<file path="src/rtl/wpm_pkg.sv">
// ----------------------------------------------------------------------------
// Wildcard pattern matcher package
// Shared constants, register indexes and the mode decode carried to the cells.
// ----------------------------------------------------------------------------
`default_nettype none

package wpm_pkg;

    // Largest pattern the registers can hold and the default cell count.
    localparam int REG_BYTES       = 16;
    localparam int PATTERN_MAX_DEF = 16;

    // Register file widths.
    localparam int CFG_DATA_W  = 64;
    localparam int CFG_INDEX_W = 2;
    localparam int LEN_REG_W   = 5;
    localparam int MODE_REG_W  = 2;

    // Register indexes.
    localparam logic [CFG_INDEX_W-1:0] REG_PAT_LOW  = 2'd0;
    localparam logic [CFG_INDEX_W-1:0] REG_PAT_HIGH = 2'd1;
    localparam logic [CFG_INDEX_W-1:0] REG_PAT_LEN  = 2'd2;
    localparam logic [CFG_INDEX_W-1:0] REG_MODE     = 2'd3;

    // Match mode codes; the unused code behaves as legacy.
    localparam logic [MODE_REG_W-1:0] MODE_EXACT  = 2'd0;
    localparam logic [MODE_REG_W-1:0] MODE_GLOB   = 2'd1;
    localparam logic [MODE_REG_W-1:0] MODE_LEGACY = 2'd2;

    // Wildcard characters.
    localparam logic [7:0] STAR_CHAR  = 8'h2A;
    localparam logic [7:0] QMARK_CHAR = 8'h3F;
    localparam logic [7:0] DOT_CHAR   = 8'h2E;

    // Decoded mode, shared by every cell.
    typedef struct packed {
        logic star_en;    // '*' matches any run
        logic qmark_any;  // '?' matches any single byte
        logic dot_any;    // '.' matches any single byte
    } mode_ctl_t;

endpackage

`default_nettype wire

</file>
<file path="src/rtl/wildcard_pattern_matcher.sv">
// ----------------------------------------------------------------------------
// Wildcard pattern matcher
// Matches a byte stream against a configured wildcard pattern with a row of
// position cells and gives one match flag per text.
// ----------------------------------------------------------------------------
//  Channel  | Direction | Payload                                 | Marker
//  s_axis   | in        | tdata[7:0] text_char                    | tlast last_char,
//           |           |                                         | tuser empty_text
//  m_axis   | out       | tdata[0] matched, tdata[7:1] zero       | none
//  cfg      | in        | cfg_wdata by cfg_index, write-only      | none
//
// One item per clock while s_tready is high; a byte is handled in the cycle it is accepted, through
// one combinational pass along the row of position cells.
// A result appears in the output register on the cycle after its item.
// s_tready is low only while a result waits and m_tready is low.
// Synchronous active-low reset clears the cells and the other registers and
// sets the text start flag, so the next byte after reset starts a new text.
// ----------------------------------------------------------------------------
`default_nettype none

module wildcard_pattern_matcher #(
    parameter int PATTERN_MAX = wpm_pkg::PATTERN_MAX_DEF
) (
    input  wire logic                            aclk,
    input  wire logic                            aresetn,
    // Input items
    input  wire logic                            s_tvalid,
    output logic                                 s_tready,
    input  wire logic [7:0]                      s_tdata,   // [7:0] text_char
    input  wire logic                            s_tlast,   // last_char
    input  wire logic                            s_tuser,   // [0] empty_text
    // Result items
    output logic                                 m_tvalid,
    input  wire logic                            m_tready,
    output logic [7:0]                           m_tdata,   // [0] matched, [7:1] zero
    // Configuration writes
    input  wire logic                            cfg_wr_en,
    input  wire logic [wpm_pkg::CFG_INDEX_W-1:0] cfg_index,
    input  wire logic [wpm_pkg::CFG_DATA_W-1:0]  cfg_wdata
);

    localparam int NumCells = (PATTERN_MAX < wpm_pkg::REG_BYTES) ?
                              PATTERN_MAX : wpm_pkg::REG_BYTES;
    localparam int LenW     = $clog2(NumCells + 1);

    // Configuration registers.
    logic [wpm_pkg::CFG_DATA_W-1:0] pat_low_reg;
    logic [wpm_pkg::CFG_DATA_W-1:0] pat_high_reg;
    logic [wpm_pkg::LEN_REG_W-1:0]  pat_len_reg;
    logic [wpm_pkg::MODE_REG_W-1:0] mode_reg;

    // Control and output registers.
    logic at_start_reg;
    logic at_start_next;
    logic tail_reg;
    logic tail_next;
    logic out_valid_reg;
    logic out_valid_next;
    logic matched_reg;
    logic matched_next;

    logic [2*wpm_pkg::CFG_DATA_W-1:0] pat_all;
    logic [LenW-1:0]                  eff_len;
    logic [NumCells-1:0]              pos_used;
    logic [NumCells-1:0]              pos_keep;
    wpm_pkg::mode_ctl_t               mode_ctl;

    logic accept;
    logic start_sel;
    logic upd;
    logic clr;

    logic [NumCells:0] c_chain;
    logic [NumCells:0] adv_chain;
    logic [NumCells:0] d_chain;
    logic [NumCells:0] c_vec;
    logic [NumCells:0] d_vec;

    // Configuration writes.
    always_ff @(posedge aclk) begin
        if (!aresetn) begin
            pat_low_reg  <= '0;
            pat_high_reg <= '0;
            pat_len_reg  <= '0;
            mode_reg     <= wpm_pkg::MODE_EXACT;
        end else if (cfg_wr_en) begin
            unique case (cfg_index)
                wpm_pkg::REG_PAT_LOW:  pat_low_reg  <= cfg_wdata;
                wpm_pkg::REG_PAT_HIGH: pat_high_reg <= cfg_wdata;
                wpm_pkg::REG_PAT_LEN:  pat_len_reg  <= cfg_wdata[wpm_pkg::LEN_REG_W-1:0];
                wpm_pkg::REG_MODE:     mode_reg     <= cfg_wdata[wpm_pkg::MODE_REG_W-1:0];
                default: ;
            endcase
        end
    end

    // Saturate the length, build the position masks and decode the mode.
    always_comb begin
        pat_all = {pat_high_reg, pat_low_reg};
        if (32'(pat_len_reg) > 32'(NumCells)) begin
            eff_len = LenW'(NumCells);
        end else begin
            eff_len = LenW'(pat_len_reg);
        end
        for (int i = 0; i < NumCells; i++) begin
            pos_used[i] = (i < int'(eff_len));
            pos_keep[i] = (i <= int'(eff_len));
        end
        mode_ctl.star_en   = (mode_reg != wpm_pkg::MODE_EXACT);
        mode_ctl.qmark_any = (mode_reg == wpm_pkg::MODE_GLOB);
        mode_ctl.dot_any   = (mode_reg != wpm_pkg::MODE_EXACT) &&
                             (mode_reg != wpm_pkg::MODE_GLOB);
    end

    // Handshake and cell control.
    always_comb begin
        s_tready  = !out_valid_reg || m_tready;
        accept    = s_tvalid && s_tready;
        start_sel = at_start_reg || s_tuser;
        upd       = accept && !s_tlast && !s_tuser;
        clr       = accept && (s_tlast || s_tuser);
    end

    assign c_chain[0]   = 1'b0;
    assign adv_chain[0] = 1'b0;
    assign d_chain[0]   = 1'b0;

    // Row of position cells.
    for (genvar g = 0; g < NumCells; g++) begin : g_cell
        wpm_cell #(
            .FIRST (g == 0)
        ) u_cell (
            .aclk      (aclk),
            .aresetn   (aresetn),
            .pat_byte  (pat_all[g*8 +: 8]),
            .pos_used  (pos_used[g]),
            .pos_keep  (pos_keep[g]),
            .mode_ctl  (mode_ctl),
            .text_char (s_tdata),
            .start_sel (start_sel),
            .upd       (upd),
            .clr       (clr),
            .c_in      (c_chain[g]),
            .adv_in    (adv_chain[g]),
            .d_in      (d_chain[g]),
            .c_out     (c_chain[g+1]),
            .adv_out   (adv_chain[g+1]),
            .d_out     (d_chain[g+1]),
            .c_bit     (c_vec[g]),
            .d_bit     (d_vec[g])
        );
    end

    // The final position holds no pattern byte; it collects the row's carries and keeps its tail bit.
    assign c_vec[NumCells] = ((tail_reg && !start_sel) || c_chain[NumCells]) &&
                             (int'(eff_len) == NumCells);
    assign d_vec[NumCells] = adv_chain[NumCells] || d_chain[NumCells];

    always_comb begin
        tail_next = tail_reg;
        if (clr) begin
            tail_next = 1'b0;
        end else if (upd) begin
            tail_next = d_vec[NumCells];
        end
    end

    // Text start flag and result register.
    always_comb begin
        at_start_next  = at_start_reg;
        out_valid_next = out_valid_reg && !m_tready;
        matched_next   = matched_reg;
        if (accept) begin
            at_start_next = clr;
        end
        if (clr) begin
            out_valid_next = 1'b1;
            matched_next   = s_tuser ? c_vec[eff_len] : d_vec[eff_len];
        end
    end

    always_ff @(posedge aclk) begin
        if (!aresetn) begin
            at_start_reg  <= 1'b1;
            tail_reg      <= 1'b0;
            out_valid_reg <= 1'b0;
            matched_reg   <= 1'b0;
        end else begin
            at_start_reg  <= at_start_next;
            tail_reg      <= tail_next;
            out_valid_reg <= out_valid_next;
            matched_reg   <= matched_next;
        end
    end

    assign m_tvalid = out_valid_reg;
    assign m_tdata  = {7'b0, matched_reg};

endmodule

`default_nettype wire

</file>
<file path="src/rtl/wpm_cell.sv">
// ----------------------------------------------------------------------------
// Wildcard pattern matcher cell
// Holds the active bit of one pattern position and passes the closure and
// advance terms to the next position.
// ----------------------------------------------------------------------------
`default_nettype none

module wpm_cell #(
    parameter bit FIRST = 1'b0
) (
    input  wire                logic         aclk,
    input  wire                logic         aresetn,
    input  wire                logic [7:0]   pat_byte,
    input  wire                logic         pos_used,    // position < length
    input  wire                logic         pos_keep,    // position <= length
    input  wire wpm_pkg::mode_ctl_t          mode_ctl,
    input  wire                logic [7:0]   text_char,
    input  wire                logic         start_sel,   // load the text start vector
    input  wire                logic         upd,         // keep the next vector
    input  wire                logic         clr,         // text finished
    input  wire                logic         c_in,        // closure carry from the left
    input  wire                logic         adv_in,      // byte consumed by the left cell
    input  wire                logic         d_in,        // next-vector closure carry
    output logic                             c_out,
    output logic                             adv_out,
    output logic                             d_out,
    output logic                             c_bit,       // current vector, closed
    output logic                             d_bit        // next vector, closed
);

    logic active_reg;
    logic active_next;
    logic a_bit;
    logic is_star;
    logic is_any;
    logic hit;

    // Decode the pattern byte under the current mode.
    always_comb begin
        is_star = pos_used && mode_ctl.star_en && (pat_byte == wpm_pkg::STAR_CHAR);
        is_any  = (mode_ctl.qmark_any && (pat_byte == wpm_pkg::QMARK_CHAR)) ||
                  (mode_ctl.dot_any && (pat_byte == wpm_pkg::DOT_CHAR));
        hit     = pos_used && !is_star && (is_any || (pat_byte == text_char));
    end

    // Close the current vector, advance by one byte and close again.
    always_comb begin
        a_bit   = start_sel ? FIRST : active_reg;
        c_bit   = (a_bit || c_in) && pos_keep;
        c_out   = c_bit && is_star;
        adv_out = c_bit && hit;
        d_bit   = adv_in || (c_bit && is_star) || d_in;
        d_out   = d_bit && is_star;
    end

    // Active bit of this position.
    always_comb begin
        active_next = active_reg;
        if (clr) begin
            active_next = 1'b0;
        end else if (upd) begin
            active_next = d_bit;
        end
    end

    always_ff @(posedge aclk) begin
        if (!aresetn) begin
            active_reg <= 1'b0;
        end else begin
            active_reg <= active_next;
        end
    end

endmodule

`default_nettype wire
</file>
<file path="config.mk">
export PLATFORM = sky130hd
export DESIGN_NAME = wildcard_pattern_matcher
export DESIGN_NICKNAME = d
export VERILOG_FILES = /design/src/rtl/wpm_pkg.sv /design/src/rtl/wildcard_pattern_matcher.sv /design/src/rtl/wpm_cell.sv
export SDC_FILE = /design/constraint.sdc
export NUM_CORES = 1
export LEC_CHECK = 0
export BUFFER_PORTS_ARGS = -buffer_cell sky130_fd_sc_hd__buf_2
export CAP_MARGIN = 10
export CORE_AREA = 2 2 124 216
export DETAILED_ROUTE_END_ITERATION = 8
export DIE_AREA = 0 0 126 218
export SLEW_MARGIN = 10
export SYNTH_ARGS = -nofsm -noshare
export SYNTH_HDL_FRONTEND = slang
export SYNTH_SLANG_ARGS = --single-unit
</file>
<file path="constraint.sdc">
create_clock -name aclk -period 4.3 [get_ports aclk]
set_clock_uncertainty 0.2 [all_clocks]
set_input_delay 1.29 -clock aclk [delete_from_list [all_inputs] [get_ports aclk]]
set_output_delay 1.29 -clock aclk [all_outputs]
set_load 0.05 [all_outputs]
</file>
Word level (Yosys, flattened, before mapping)
Cells that the tools add are included.
- word-level logic and storage cells: 428
- output and inout bits: 10
- register bits after elaboration: 155
- input bits: 81
- eq/ne operators: 70
- $lt $le $gt $ge: 33
- muxes and demuxes: 23
- reduce and logical (&&, ||, !) cells: 277
- bitwise operators: 1
- operator list (kind ; number):
    $eq 8x6->1 const B ; 48
    $logic_and 1x1->1 ; 167
    $eq 8x8->1 ; 16
    $logic_or 1x1->1 ; 82
    $le 4x5->1 const A ; 8
    $lt 4x5->1 const A ; 8
    $logic_not 1->1 ; 21
    $le 3x5->1 const A ; 4
    $lt 3x5->1 const A ; 4
    $mux 1 ; 20
    $bmux 1 s5 ; 2
    $le 2x5->1 const A ; 2
    $lt 1x5->1 const A ; 2
    $lt 2x5->1 const A ; 2
    $reduce_and 2->1 ; 4
    $lt 5x6->1 const B ; 1
    $eq 5x5->1 const B ; 1
    $gt 5x5->1 const B ; 1
    $le 1x5->1 const A ; 1
    $mux 5 ; 1
    $eq 2x1->1 const B ; 2
    $eq 2x2->1 const B ; 2
    $logic_not 2->1 ; 1
    $ne 2x1->1 const B ; 1
    other kinds (3) ; 3

Longest topological paths before layout
Gate-level depths: netlist of the first run.
- depth in word-level cells: 58
- mapped depth: 15
- gate-level depth less buffers: 12

By module
From an unflattened synthesis of the first run, not the netlist that was laid out.
- cell total of the unflattened synthesis: 1195
- area total of the unflattened synthesis: 9718.1 um^2
- modules (own cells, without submodules) (module ; area an instance (um^2) ; seq. area each (um^2) ; cells each ; times used):
    wildcard_pattern_matcher ; 5750.5 ; 2762.6 ; 699 ; 1
    wpm_cell (g_cell[10].u_cell ...) ; 249.0 ; 20.0 ; 31 ; 15
    wpm_cell (g_cell[0].u_cell) ; 232.7 ; 20.0 ; 31 ; 1

Worst setup path before layout of the first run
OpenSTA, ideal clock, no wires.
- kind: input to register
- from: input s_tdata[1]
- to: register matched_reg
- setup time: 0.074 ns
- data arrival time: 4.041 ns
- stages on the path: 12
- data required time: 4.026 ns
- path slack: -0.015 ns
- path buffers: 1
- path through: clkbuf_1 > xor2_1 > a2111o_1 > or3_1 > a31o_2 > a21oi_1 > a311oi_1 > o2111a_1 > or4_1 > a311o_1 > a21o_1 > a31oi_1
- longest elaborated chain between the ends: 39
- elaborated cells between the ends (all ways): 113
- those cells by class: 16 x eq/ne; 3 x mux; 94 x reduce/logical
- RTL lines (element ; line ; source):
    from (decl) ; wildcard_pattern_matcher.sv:29 ; input wire logic [7:0] s_tdata,
    $eq 8x8->1 ; wpm_cell.sv:43 ; hit = pos_used && !is_star && (is_any || (pat_byte == text_char));
    $logic_or 1x1->1 ; wpm_cell.sv:43 ;
    $logic_and 1x1->1 ; wpm_cell.sv:43 ;
    $logic_and 1x1->1 ; wpm_cell.sv:51 ; adv_out = c_bit && hit;
    $logic_or 1x1->1 (2 in a row) ; wpm_cell.sv:52 ; d_bit = adv_in || (c_bit && is_star) || d_in;
    $logic_and 1x1->1 ; wpm_cell.sv:53 ; d_out = d_bit && is_star;
    $logic_or 1x1->1 ; wpm_cell.sv:52 ;
    $logic_and 1x1->1 ; wpm_cell.sv:53 ;
    (+22 left out) ; n/a ;
    $logic_or 1x1->1 ; wpm_cell.sv:52 ;
    $logic_and 1x1->1 ; wpm_cell.sv:53 ;
    $logic_or 1x1->1 ; wpm_cell.sv:52 ;
    $logic_and 1x1->1 ; wpm_cell.sv:53 ;
    $logic_or 1x1->1 ; wildcard_pattern_matcher.sv:157 ; assign d_vec[NumCells] = adv_chain[NumCells] || d_chain[NumCells];
    $bmux 1 s5 * ; wildcard_pattern_matcher.sv:178 ; matched_next = s_tuser ? c_vec[eff_len] : d_vec[eff_len];
    $mux 1 (implied by the code) * ; wildcard_pattern_matcher.sv:178 ;
    $mux 1 * ; wildcard_pattern_matcher.sv:178 ;
    to (signal assigned) ; wildcard_pattern_matcher.sv:192 ; matched_reg <= matched_next;
    to (decl) ; wildcard_pattern_matcher.sv:59 ; logic matched_reg;
Every way passes the cells marked *; elsewhere a longest branch is shown, timed or not. The select of a mux whose other input is x is not followed.
A chain may end at the register's enable or synchronous reset.

Worst setup path in the final report of the first run
- from: input s_tuser
- to: register matched_reg
- longest elaborated chain between the ends: 55
- elaborated cells between the ends (all ways): 137
- those cells by class: 21 x mux; 116 x reduce/logical
- RTL lines (element ; line ; source):
    from (decl) ; wildcard_pattern_matcher.sv:31 ; input wire logic s_tuser,
    $logic_or 1x1->1 ; wildcard_pattern_matcher.sv:119 ; start_sel = at_start_reg || s_tuser;
    $mux 1 ; wpm_cell.sv:48 ; a_bit = start_sel ? FIRST : active_reg;
    $logic_and 1x1->1 ; wpm_cell.sv:50, wpm_cell.sv:52 ;
    $logic_or 1x1->1 ; wpm_cell.sv:49 ; c_bit = (a_bit || c_in) && pos_keep;
    $logic_and 1x1->1 ; wpm_cell.sv:49 ;
    $logic_and 1x1->1 ; wpm_cell.sv:50, wpm_cell.sv:52 ;
    $logic_or 1x1->1 ; wpm_cell.sv:49 ;
    $logic_and 1x1->1 ; wpm_cell.sv:49 ;
    (+38 left out) ; n/a ;
    $logic_and 1x1->1 ; wpm_cell.sv:49 ;
    $logic_and 1x1->1 ; wpm_cell.sv:50, wpm_cell.sv:52 ;
    $logic_or 1x1->1 (2 in a row) ; wpm_cell.sv:52 ;
    $logic_and 1x1->1 ; wpm_cell.sv:53 ;
    $logic_or 1x1->1 ; wildcard_pattern_matcher.sv:157 ;
    $bmux 1 s5 ; wildcard_pattern_matcher.sv:178 ;
    $mux 1 (implied by the code) ; wildcard_pattern_matcher.sv:178 ;
    $mux 1 ; wildcard_pattern_matcher.sv:178 ;
Several ways; a longest one is shown, not always the timed one. The select of a mux whose other input is x is not followed.

==> results of run 1 <==
power by group:
| part | internal (mW) | switching, mW |
|---|---|---|
| clock network | 0.992 | 0.649 |
| logic | 0.203 | 0.286 |
| registers | 1.47 | 0.0538 |
final cells by class:
cell class	instances	share of cell area (%)
Clock buffer	19	3.60
Timing Repair Buffer	213	12.1
Tap cell	320	3.25
Inverter	9	0.274
Multi-Input combinational cell	1112	54.2
Clock inverter	13	1.54
Sequential cell	154	25.0
path summary, 6_finish.rpt:
| kind | from | end | slack, ps | depth (start not counted) |
|---|---|---|---|---|
| max | s_tuser | matched_reg | 300 | 14 |
| min | g_cell[13].u_cell.active_reg | g_cell[13].u_cell.active_reg | 250 | 2 |
| max reg2reg | pat_low_reg[41] | matched_reg | 360 | 12 |
| min reg2reg | g_cell[13].u_cell.active_reg | g_cell[13].u_cell.active_reg | 250 | 2 |
layer usage:
layer  vias up  GRT usage, %  share of wire [%]
li1       5049             -                  -
met1      4974          30.8                 40
met2       321          49.7                 52
met3       110          3.53                3.6
met4         0          14.2                5.2
met5         -             0                  0
cells by family (layout without fill, tap and decap cells):
family,Yosys count,after routing
AO/OA/AOI/OAI,350,350
buffers and inverters,105,254
other,1,7
AND/OR/NAND/NOR,626,626
XOR/XNOR,122,122
multiplexers,7,7
flip-flops,154,154
worst register-to-register path, delay by kind of cell, from the launching register on:
family	cells	cell delay, ps
AO/OA/AOI/OAI	7	1840
flip-flops	1	410
AND/OR/NAND/NOR	5	1420
stage by stage:
stage	TNS [ps]	setup slack [ps]	instance area (sq um)	std cells
finish	0	303	12300	1840
global route	0	56.3	12300	1840
CTS	0	342	12300	1840
detailed placement	-322	-132	11700	1808
global placement	-239	-138	11700	1808
floorplan	0	12.8	10200	1371
cell usage in the layout (no fill, tap or decap), drive strengths merged, types with 25 or more instances in the layout:
| master | count |
|---|---|
| nand2 | 344 |
| xnor2 | 91 |
| a21boi | 137 |
| nand3 | 26 |
| dfxtp | 154 |
| o21ai | 45 |
| nor2 | 81 |
| buf | 213 |
| nand4 | 39 |
| nor3 | 25 |
| a21oi | 41 |
| xor2 | 31 |
==> results.rst, run 1 <==
.. list-table::
   :header-rows: 1

   * - Metric
     - Value
   * - Crit end category
     - flip-flop
   * - Crit-path slowest cell
     - sky130_fd_sc_hd__o311ai_1
   * - DIE AREA
     - 27500 sq um
   * - Mux contribution to synthesized area
     - 0.689%
   * - Post-synth top area cell
     - sky130_fd_sc_hd__dfxtp_1
   * - Die Ht
     - 218 um
   * - Number of instances resized during post-cts repair
     - 0
   * - DRT antenna net count
     - 0
   * - Xor and xnor fraction of the mapped netlist area
     - about a tenth
   * - Total global routing overflow
     - 0
   * - Upper clock frequency limit
     - 0.250 GHz
   * - Simple-gate area share of the yosys netlist
     - 29.2%
   * - Kind of path behind the tightest hold check
     - flip-flop to flip-flop
   * - Post-synthesis sequential area ratio
     - 30.3%
   * - Util after Layout
     - a little under half
   * - Chip width
     - 126 um
   * - Number of top-level pins
     - 91
   * - Synthesis Warnings
     - 0
   * - Critical path class
     - primary input to flip-flop
   * - Via count of the first global-routing pass
     - a little over 10k
   * - CP max FO
     - 6
   * - Wire length per cell
     - 20.5 um
   * - Post-CTS setup buffer count
     - 0
   * - Final routed wirelength across all metal layers
     - 37700 um
   * - Max Buffers Root-to-Sink
     - 2
   * - Cells traversed along the worst timing path
     - buf_2 -> nor2_1 -> nand2_1 -> o21ai_1 -> nand4bb_1 -> buf_4 -> a21oi_1 -> o21a_1 -> nor2_1 -> and2_0 -> o311ai_1 -> o31ai_1 -> a21bo_1 -> a31oi_1
   * - Worst hold margin
     - 253 ps
   * - Peak supply drop
     - approximately 0.27 mV
   * - Slew at the pin with the worst max-slew slack
     - ~850 ps
   * - Worst slew margin relative to its limit
     - between 40% and 50%
   * - Maximum number of pins on one net before global-route repair
     - roughly 130
   * - Combined area of all synthesized cells
     - roughly 10000 sq um
   * - Number of vias per cell after detailed routing
     - about 5.7
   * - Number of endpoints with negative hold slack in the final report
     - 0
   * - Power per cell area
     - between 200 and 300 nW/um^2
   * - Area taken by flip-flops and latches
     - about 3000 sq um
   * - Most repeated cell in the gate-level netlist after synthesis
     - sky130_fd_sc_hd__nand2_1
   * - CP peak stage delay
     - between 400 and 500 ps
   * - WP buf/inv
     - 2
   * - Most frequent CP cell
     - sky130_fd_sc_hd__nor2_1
   * - Data required time of the worst path
     - 4480 ps
   * - Overall via count from detail_route
     - 10.5k
   * - P&R area growth vs syn
     - 21.1%
   * - Adder-cell share of the synthesized area
     - 0%
   * - Global-route wire length before repair
     - 58000 um
   * - Clock transition time at the flip-flop clock pins of the worst setup and hold paths
     - 70 ps
   * - Unrepaired setup endpoints after global routing
     - no
   * - Outcome
     - finished clean
   * - Prevailing post-synth register cell
     - sky130_fd_sc_hd__dfxtp_1
   * - Fin nets
     - 1588
   * - Overall power of the completed layout
     - 3.65 mW
   * - Largest family of logic cells by synthesized area
     - simple AND/OR/NAND/NOR gates
   * - Clock buffer count from CTS
     - 17
   * - Portion of synthesized cell area occupied by the leading cell type
     - between 30% and 40%
   * - # diodes
     - 0
   * - First-iteration detailed-routing DRC count
     - 639
   * - Max-cap violation count
     - 0
   * - Number of endpoints failing setup at the final stage
     - 0
   * - Top area cells in the synthesized netlist
     - sky130_fd_sc_hd__dfxtp_1 (30%), sky130_fd_sc_hd__nand2_1 (13%), sky130_fd_sc_hd__a21boi_0 (10%)
   * - Minimum clock period
     - 4000 ps
   * - TritonRoute pass-1 iters
     - 5
   * - Ratio of final minimum period to clock period
     - 93.0%
   * - Clock tree from TritonCTS
     - yes
   * - Post-synthesis compound-gate area fraction
     - 24.9%
   * - #FFs+latches synth
     - 154
   * - I/O Buffers
     - just over 80
   * - Overall track demand over capacity in global routing
     - 27.3%
   * - Number of max-slew violations in the final report
     - 0
   * - Initial antenna violation count
     - 0
   * - Post-Synthesis Mean Instance Area
     - about 7.5 sq um
   * - Core region area
     - approximately 26000 sq um
   * - Hold bufs inserted after CTS
     - 0
   * - Top cells by count, synth
     - sky130_fd_sc_hd__nand2_1 (344), sky130_fd_sc_hd__dfxtp_1 (154), sky130_fd_sc_hd__a21boi_0 (136)
   * - EDFF count, synth
     - 0
   * - Latest clock arrival within the worst-skew pair
     - 450 ps
   * - Type of origin of the critical path
     - primary input
   * - Layout cells sized above 1
     - a little under a fifth
   * - Signal arrival time at the worst endpoint
     - between 4000 and 5000 ps
   * - Site row count
     - 78
   * - Placer Congestion
     - 0.996
   * - H-Tree Level Count
     - 4
   * - Post-detail-place hpwl
     - a little under 30000 um
   * - Number of different library cells in the post-synthesis netlist
     - 92
   * - Effective utilization at floorplan
     - between 30% and 40%
   * - Buffer cell driving the clock tree root
     - sky130_fd_sc_hd__clkbuf_16
   * - Mapped Cells
     - 1365
   * - CTS Sinks
     - 154
   * - CP delay by family, top
     - compound AO/OA/AOI/OAI gates
   * - Standby leakage power
     - 4.41 nW
   * - Footprint of the multi-input gates
     - 6670 sq um
   * - Detailed-route DRC error count
     - 0
   * - Number of filler cells placed in the layout
     - 2698
   * - Share of synthesized registers carrying an async set or reset
     - 0%
Note: power is estimated with default switching activity, not from simulation.
==> inputs of run 2 (changes only) <==
--- a/config.mk
+++ b/config.mk
@@ -7,9 +7,12 @@
 export LEC_CHECK = 0
 export BUFFER_PORTS_ARGS = -buffer_cell sky130_fd_sc_hd__buf_2
 export CAP_MARGIN = 10
-export CORE_AREA = 2 2 124 216
+export CELL_PAD_IN_SITES_DETAIL_PLACEMENT = 1
+export CELL_PAD_IN_SITES_GLOBAL_PLACEMENT = 2
+export CORE_AREA = 2 2 203 165
 export DETAILED_ROUTE_END_ITERATION = 8
-export DIE_AREA = 0 0 126 218
+export DIE_AREA = 0 0 205 167
+export PLACE_DENSITY_LB_ADDON = 0.1
 export SLEW_MARGIN = 10
 export SYNTH_ARGS = -nofsm -noshare
 export SYNTH_HDL_FRONTEND = slang
==> run 2 against run 1 <==
  * Highest routed layer unchanged
  * Critical endpoint unchanged
  * Critical path type unchanged
  * Count of clock-buffer cells in the layout rose by 1
  * Core utilization fell by 9.2 points
  * Hold slack improved by 11 ps
==> results.rst, run 2 (synthesized netlist as in run 1, its figures left out) <==
.. list-table::
   :header-rows: 1

   * - Metric
     - Value
   * - Effective utilization at floorplan
     - 31.6% (-7.9 points)
   * - Minimum clock period
     - 4090 ps (+90.7 ps)
   * - Crit-path slowest cell
     - sky130_fd_sc_hd__a311oi_1
   * - Kind of path behind the tightest hold check
     - flip-flop to flip-flop
   * - Layout cells sized above 1
     - 18.6% (+0.37 points)
   * - Number of max-slew violations in the final report
     - 0 (unchanged)
   * - Chip width
     - 205 um (+63%)
   * - Final setup slack of the worst path
     - 212 ps (-90.7 ps)
   * - Placer Congestion
     - 0.884 (-11%)
   * - Most used cells in the layout excluding fill and tap cells
     - sky130_fd_sc_hd__nand2_1 (344), sky130_fd_sc_hd__dfxtp_1 (154), sky130_fd_sc_hd__a21boi_0 (136)
   * - Reg2reg start
     - pat_len_reg[4]
   * - Footprint of the multi-input gates
     - 6680 sq um (+0.11%)
   * - Post-detail-place hpwl
     - 32100 um (+10%)
   * - Peak supply drop
     - 0.226 mV (-17%)
   * - Data required time of the worst path
     - 4470 ps (about the same)
   * - Number of filler cells placed in the layout
     - 4015 (+49%)
   * - Instance area at placement
     - 11800 sq um (+1.3%)
   * - Overall track demand over capacity in global routing
     - 24.9% (-2.4 points)
   * - Detailed-route DRC error count
     - 0 (unchanged)
   * - Overall via count from detail_route
     - 10.5k (+0.21%)
   * - H-Tree Level Count
     - 4 (unchanged)
   * - Fin nets
     - 1595 (+0.44%)
   * - Unrepaired setup endpoints after global routing
     - no
   * - Overall power of the completed layout
     - 3.57 mW (-2.4%)
   * - Wire length per cell
     - 21.4 um (+4.3%)
   * - Max-cap violation count
     - 0 (unchanged)
   * - Number of top-level pins
     - 91 (unchanged)
   * - Core region area
     - 32200 sq um (+25%)
   * - CP delay by family, top
     - compound AO/OA/AOI/OAI gates
   * - Minimum setup slack among reg-to-reg paths
     - 350 ps (about the same)
   * - Launch point of the worst hold path
     - g_cell[13].u_cell.active_reg
   * - Max Buffers Root-to-Sink
     - 2 (unchanged)
   * - Power per cell area
     - 287 nW/um^2 (-3.2%)
   * - Cell total after placement
     - 1922 (+6.3%)
   * - Maximum number of pins on one net before global-route repair
     - 96 (-24%)
   * - Post-CTS setup buffer count
     - 0 (unchanged)
   * - Slew at the pin with the worst max-slew slack
     - 885 ps (+33.6 ps)
   * - Via count of the first global-routing pass
     - 10.8k (+6.1%)
   * - Initial antenna violation count
     - 1 (+1)
   * - Type of origin of the critical path
     - primary input
   * - Hold bufs inserted after CTS
     - 0 (unchanged)
   * - Final TNS setup
     - 0 ps (unchanged)
   * - TritonRoute pass-1 iters
     - 5 (unchanged)
   * - Final routed wirelength across all metal layers
     - 41800 um (+11%)
   * - Endpoint with the worst hold slack
     - g_cell[13].u_cell.active_reg
   * - Clock transition time at the flip-flop clock pins of the worst setup and hold paths
     - 70 ps (about the same)
   * - Latest clock arrival within the worst-skew pair
     - 440 ps (about the same)
   * - I/O Buffers
     - 83 (unchanged)
   * - Worst slew margin relative to its limit
     - 41.0% (-2.0 points)
   * - Crit end category
     - flip-flop
   * - Endpoint of the worst register-to-register path
     - matched_reg
   * - Site row count
     - 59 (-24%)
   * - Worst hold margin
     - 264 ps (+11.1 ps)
   * - Number of endpoints with negative hold slack in the final report
     - 0 (unchanged)
   * - Outcome
     - finished clean
   * - Upper clock frequency limit
     - 0.245 GHz (-2.2%)
   * - Die Ht
     - 167 um (-23%)
   * - CTS Sinks
     - 154 (unchanged)
   * - Most common cell after layout, fill and taps aside
     - sky130_fd_sc_hd__nand2_1
   * - Worst reg2reg path depth
     - 15 (+3)
   * - First-iteration detailed-routing DRC count
     - 530 (-17%)
   * - Non-filler instance count after layout
     - 1954 (+6.2%)
   * - Area taken by flip-flops and latches
     - 3080 sq um (unchanged)
   * - Cells traversed along the worst timing path
     - buf_2 -> buf_12 -> xnor2_1 -> nand4_1 -> nor3_2 -> o221ai_1 -> a31oi_1 -> nor2_1 -> o311ai_0 -> buf_4 -> o22ai_1 -> a311oi_1 -> a2111oi_0 -> a31oi_1
   * - Util after Layout
     - 38.6% (-9.2 points)
   * - Clock tree from TritonCTS
     - yes
   * - # diodes
     - 0 (unchanged)
   * - Ratio of final minimum period to clock period
     - 95.1% (+2.1 points)
   * - Critical path class
     - primary input to flip-flop
   * - Global-route wire length before repair
     - 64900 um (+12%)
   * - DIE AREA
     - 34200 sq um (+25%)
   * - Total global routing overflow
     - 0 (unchanged)
   * - Number of endpoints failing setup at the final stage
     - 0 (unchanged)
   * - P&R area growth vs syn
     - 22.1%
   * - Hold Crit Depth
     - 2 (unchanged)
   * - Clock buffer count from CTS
     - 17 (unchanged)
   * - DRT antenna net count
     - 0 (unchanged)
   * - CP max FO
     - 8 (+2)
   * - Post-Place Worst Slack
     - -321 ps (-190 ps)
   * - Standby leakage power
     - 4.40 nW (-0.15%)
   * - WP buf/inv
     - 3 (+1)
   * - Buffer cell driving the clock tree root
     - sky130_fd_sc_hd__clkbuf_16
   * - Signal arrival time at the worst endpoint
     - 4260 ps (+80 ps)
   * - Most frequent CP cell
     - sky130_fd_sc_hd__a31oi_1
   * - CP peak stage delay
     - 430 ps (about the same)
   * - Final design area excluding fillers
     - 12400 sq um (+0.81%)
   * - Number of vias per cell after detailed routing
     - 5.36 (-5.6%)
run 2: cell count changes in the layout (fill, tap and decap cells not counted), moves of 2 or more:
cell / change
sky130_fd_sc_hd__buf_12: -3
sky130_fd_sc_hd__buf_4: +10
sky130_fd_sc_hd__bufinv_16: -2
sky130_fd_sc_hd__clkbuf_1: +2
sky130_fd_sc_hd__clkinv_4: +2
run 2: layer usage:
metal	GRT usage [%]	wire length, um	vias up
met2	38.5	18400	213
met5	0	0	-
li1	-	-	5071
met3	3.82	1610	42
met1	35.1	20700	5150
met4	8.38	1070	0
run 2: how the worst max path moves through the flow:
stage	from	to	slack, ps	depth (start not counted)
finish	s_tdata[2]	matched_reg	210	14
global route	s_tdata[4]	matched_reg	30	15
CTS	s_tdata[2]	matched_reg	120	14
detailed placement	s_tdata[2]	matched_reg	-320	14
global placement	s_tdata[2]	matched_reg	-340	14
floorplan	s_tdata[7]	matched_reg	10	13
run 2: repair_timing:
| action | 4_1_cts | 5_1_grt |
|---|---|---|
| endpoints found under the setup margin | 0 | 1 |
| hold endpoints to repair | 0 | 0 |
| gates resized for setup | 0 | 1 |
run 2: cell type report:
class,count,share of cell area [%]
multi-input combinational,1112,53.8
sequential,154,24.8
timing repair buffer,220,12.2
tap,427,4.30
clock buffer,20,3.52
clock inverter,12,1.13
inverter,9,0.272
run 2: power breakdown:
part           total (mW)  leakage [nW]  internal, mW  switching [mW]
clock                1.54         0.272         0.862           0.676
sequential           1.52          1.25          1.47          0.0536
combinational       0.505          2.88         0.206           0.299
total                3.57          4.40          2.54            1.03
run 2: worst register-to-register path, stage by stage, from the launching register on:
cell	delay [ps]
sky130_fd_sc_hd__dfxtp_1	490
sky130_fd_sc_hd__nor4_1	170
sky130_fd_sc_hd__or4_4	540
sky130_fd_sc_hd__nor3_4	270
sky130_fd_sc_hd__buf_4	170
sky130_fd_sc_hd__a22oi_1	90
sky130_fd_sc_hd__buf_4	200
sky130_fd_sc_hd__o21a_1	180
sky130_fd_sc_hd__nor2_1	100
sky130_fd_sc_hd__nor2_1	70
sky130_fd_sc_hd__o311ai_0	390
sky130_fd_sc_hd__buf_4	200
sky130_fd_sc_hd__o22ai_1	100
sky130_fd_sc_hd__a311oi_1	430
sky130_fd_sc_hd__a2111oi_0	130
sky130_fd_sc_hd__a31oi_1	160
==> inputs of run 3 (changes only) <==
--- a/config.mk
+++ b/config.mk
@@ -12,6 +12,7 @@
 export CORE_AREA = 2 2 203 165
 export DETAILED_ROUTE_END_ITERATION = 8
 export DIE_AREA = 0 0 205 167
+export MAX_ROUTING_LAYER = met4
 export PLACE_DENSITY_LB_ADDON = 0.1
 export SLEW_MARGIN = 10
 export SYNTH_ARGS = -nofsm -noshare
==> run 3 against run 2 <==
  * Count of clock-buffer cells in the layout did not move
  * Sequential share of layout area unchanged
  * Via count rose by 0.16%
==> results.rst, run 3 (synthesized netlist as in run 1, its figures left out) <==
.. list-table::
   :header-rows: 1

   * - Metric
     - Value
   * - Cell total after placement
     - 1922 (unchanged)
   * - Final TNS setup
     - 0 ps (unchanged)
   * - Site row count
     - 59 (unchanged)
   * - Ratio of final minimum period to clock period
     - 94.1% (-1.0 points)
   * - Number of endpoints with negative hold slack in the final report
     - 0 (unchanged)
   * - Peak supply drop
     - 0.227 mV (+0.60%)
   * - Clock tree from TritonCTS
     - yes
   * - Outcome
     - finished clean
   * - Slew at the pin with the worst max-slew slack
     - 888 ps (+2.76 ps)
   * - Overall track demand over capacity in global routing
     - 25.6% (+0.75 points)
   * - Data required time of the worst path
     - 4470 ps (about the same)
   * - Clock transition time at the flip-flop clock pins of the worst setup and hold paths
     - 70 ps (about the same)
   * - Total global routing overflow
     - 0 (unchanged)
   * - Placer Congestion
     - 0.899 (+1.7%)
   * - Overall via count from detail_route
     - 10.5k (+0.16%)
   * - Final setup slack of the worst path
     - 256 ps (+43.8 ps)
   * - Chip width
     - 205 um (unchanged)
   * - Effective utilization at floorplan
     - 31.6% (unchanged)
   * - Type of origin of the critical path
     - primary input
   * - # diodes
     - 0 (unchanged)
   * - Max Buffers Root-to-Sink
     - 2 (unchanged)
   * - Number of top-level pins
     - 91 (unchanged)
   * - Worst slew margin relative to its limit
     - 40.8% (-0.18 points)
   * - Unrepaired setup endpoints after global routing
     - no
   * - Post-CTS setup buffer count
     - 0 (unchanged)
   * - Buffer cell driving the clock tree root
     - sky130_fd_sc_hd__clkbuf_16
   * - Latest clock arrival within the worst-skew pair
     - 450 ps (about the same)
   * - Layout cells sized above 1
     - 18.6% (unchanged)
   * - Most used cells in the layout excluding fill and tap cells
     - sky130_fd_sc_hd__nand2_1 (344), sky130_fd_sc_hd__dfxtp_1 (154), sky130_fd_sc_hd__a21boi_0 (136)
   * - P&R area growth vs syn
     - 22.1% (unchanged)
   * - Worst hold margin
     - 266 ps (+2.10 ps)
   * - Global-route wire length before repair
     - 64900 um (about the same)
   * - Most common cell after layout, fill and taps aside
     - sky130_fd_sc_hd__nand2_1
   * - Post-Place Worst Slack
     - -321 ps (unchanged)
   * - Final routed wirelength across all metal layers
     - 41800 um (about the same)
   * - Upper clock frequency limit
     - 0.247 GHz (+1.1%)
   * - Max-cap violation count
     - 0 (unchanged)
   * - Critical path class
     - primary input to flip-flop
   * - Hold bufs inserted after CTS
     - 0 (unchanged)
   * - Power per cell area
     - 287 nW/um^2 (about the same)
   * - Via count of the first global-routing pass
     - 10.8k (-0.14%)
   * - Die Ht
     - 167 um (unchanged)
   * - First-iteration detailed-routing DRC count
     - 605 (+14%)
   * - Instance area at placement
     - 11800 sq um (unchanged)
   * - Crit end category
     - flip-flop
   * - CP max FO
     - 3 (-5)
   * - Initial antenna violation count
     - 1 (unchanged)
   * - Post-detail-place hpwl
     - 32100 um (unchanged)
   * - Detailed-route DRC error count
     - 0 (unchanged)
   * - Number of filler cells placed in the layout
     - 4015 (unchanged)
   * - Number of vias per cell after detailed routing
     - 5.37 (+0.16%)
   * - DIE AREA
     - 34200 sq um (unchanged)
   * - Clock buffer count from CTS
     - 17 (unchanged)
   * - Number of endpoints failing setup at the final stage
     - 0 (unchanged)
   * - Core region area
     - 32200 sq um (unchanged)
   * - Fin nets
     - 1595 (unchanged)
   * - H-Tree Level Count
     - 4 (unchanged)
   * - TritonRoute pass-1 iters
     - 5 (unchanged)
   * - Minimum clock period
     - 4040 ps (-43.8 ps)
   * - CTS Sinks
     - 154 (unchanged)
   * - Signal arrival time at the worst endpoint
     - 4220 ps (-40 ps)
   * - Standby leakage power
     - 4.40 nW (unchanged)
   * - Non-filler instance count after layout
     - 1954 (unchanged)
   * - Kind of path behind the tightest hold check
     - flip-flop to flip-flop
   * - DRT antenna net count
     - 0 (unchanged)
   * - Maximum number of pins on one net before global-route repair
     - 96 (unchanged)
   * - Final design area excluding fillers
     - 12400 sq um (unchanged)
   * - Number of max-slew violations in the final report
     - 0 (unchanged)
   * - Wire length per cell
     - 21.4 um (about the same)
   * - I/O Buffers
     - 83 (unchanged)
[run 3: cell counts in the layout (fill, tap and decap cells not counted)]
No cell type changed its count.
[run 3: through the flow]
stage | total power, mW | util, %
after CTS | 3.61 | 38.6
final | 3.57 | 38.6
after global routing | 3.72 | 38.6
after floorplan | 1.84 | -
after detailed placement | 2.06 | 36.8
after global placement | 2.05 | 36.8
[run 3: where the power goes]
group | switching, mW | internal [mW]
Combinational | 0.299 | 0.206
Clock | 0.679 | 0.862
Sequential | 0.0535 | 1.47
Total | 1.03 | 2.54
[run 3: final timing paths]
| path | from | depth (start not counted) | to | slack, ps |
|---|---|---|---|---|
| max | s_tdata[4] | 17 | matched_reg | 260 |
| min | g_cell[13].u_cell.active_reg | 2 | g_cell[13].u_cell.active_reg | 270 |
| max reg2reg | mode_reg[0] | 14 | matched_reg | 360 |
| min reg2reg | g_cell[13].u_cell.active_reg | 2 | g_cell[13].u_cell.active_reg | 270 |
[run 3: timing repair]
action | in CTS | in global routing
endpoints found under the hold margin | 0 | 0
setup endpoints to repair | 0 | 1
resized for setup | 0 | 1
[run 3: routing by layer]
layer	vias to the layer above	wire length, um	global-route usage, %	part of all wire, %
met5	-	0	-	0
met1	5186	20800	35.2	50
li1	5072	-	-	-
met3	45	1450	3.76	3.5
met4	0	1060	8.38	2.5
met2	190	18500	38.5	44
[run 3: area by class of cell]
class,instances,area [sq um],area share (%)
Multi-Input combinational cell,1112,6680,53.8
Clock inverter,12,140,1.13
Clock buffer,20,437,3.52
Timing Repair Buffer,220,1510,12.2
Tap cell,427,534,4.30
Sequential cell,154,3080,24.8
Inverter,9,33.8,0.272
[run 3: worst max-delay path: stages]
cell and delay (ps):
sky130_fd_sc_hd__buf_2 150, sky130_fd_sc_hd__buf_4 170, sky130_fd_sc_hd__buf_4 150, sky130_fd_sc_hd__xnor2_1 150, sky130_fd_sc_hd__nand4_1 110, sky130_fd_sc_hd__o22ai_1 230
sky130_fd_sc_hd__nand2_1 150, sky130_fd_sc_hd__buf_4 170, sky130_fd_sc_hd__a211oi_1 290, sky130_fd_sc_hd__buf_4 170, sky130_fd_sc_hd__nor2_1 60, sky130_fd_sc_hd__and2_0 150
sky130_fd_sc_hd__o311ai_1 360, sky130_fd_sc_hd__buf_4 190, sky130_fd_sc_hd__a32oi_1 60, sky130_fd_sc_hd__a21o_1 190, sky130_fd_sc_hd__a31oi_1 160
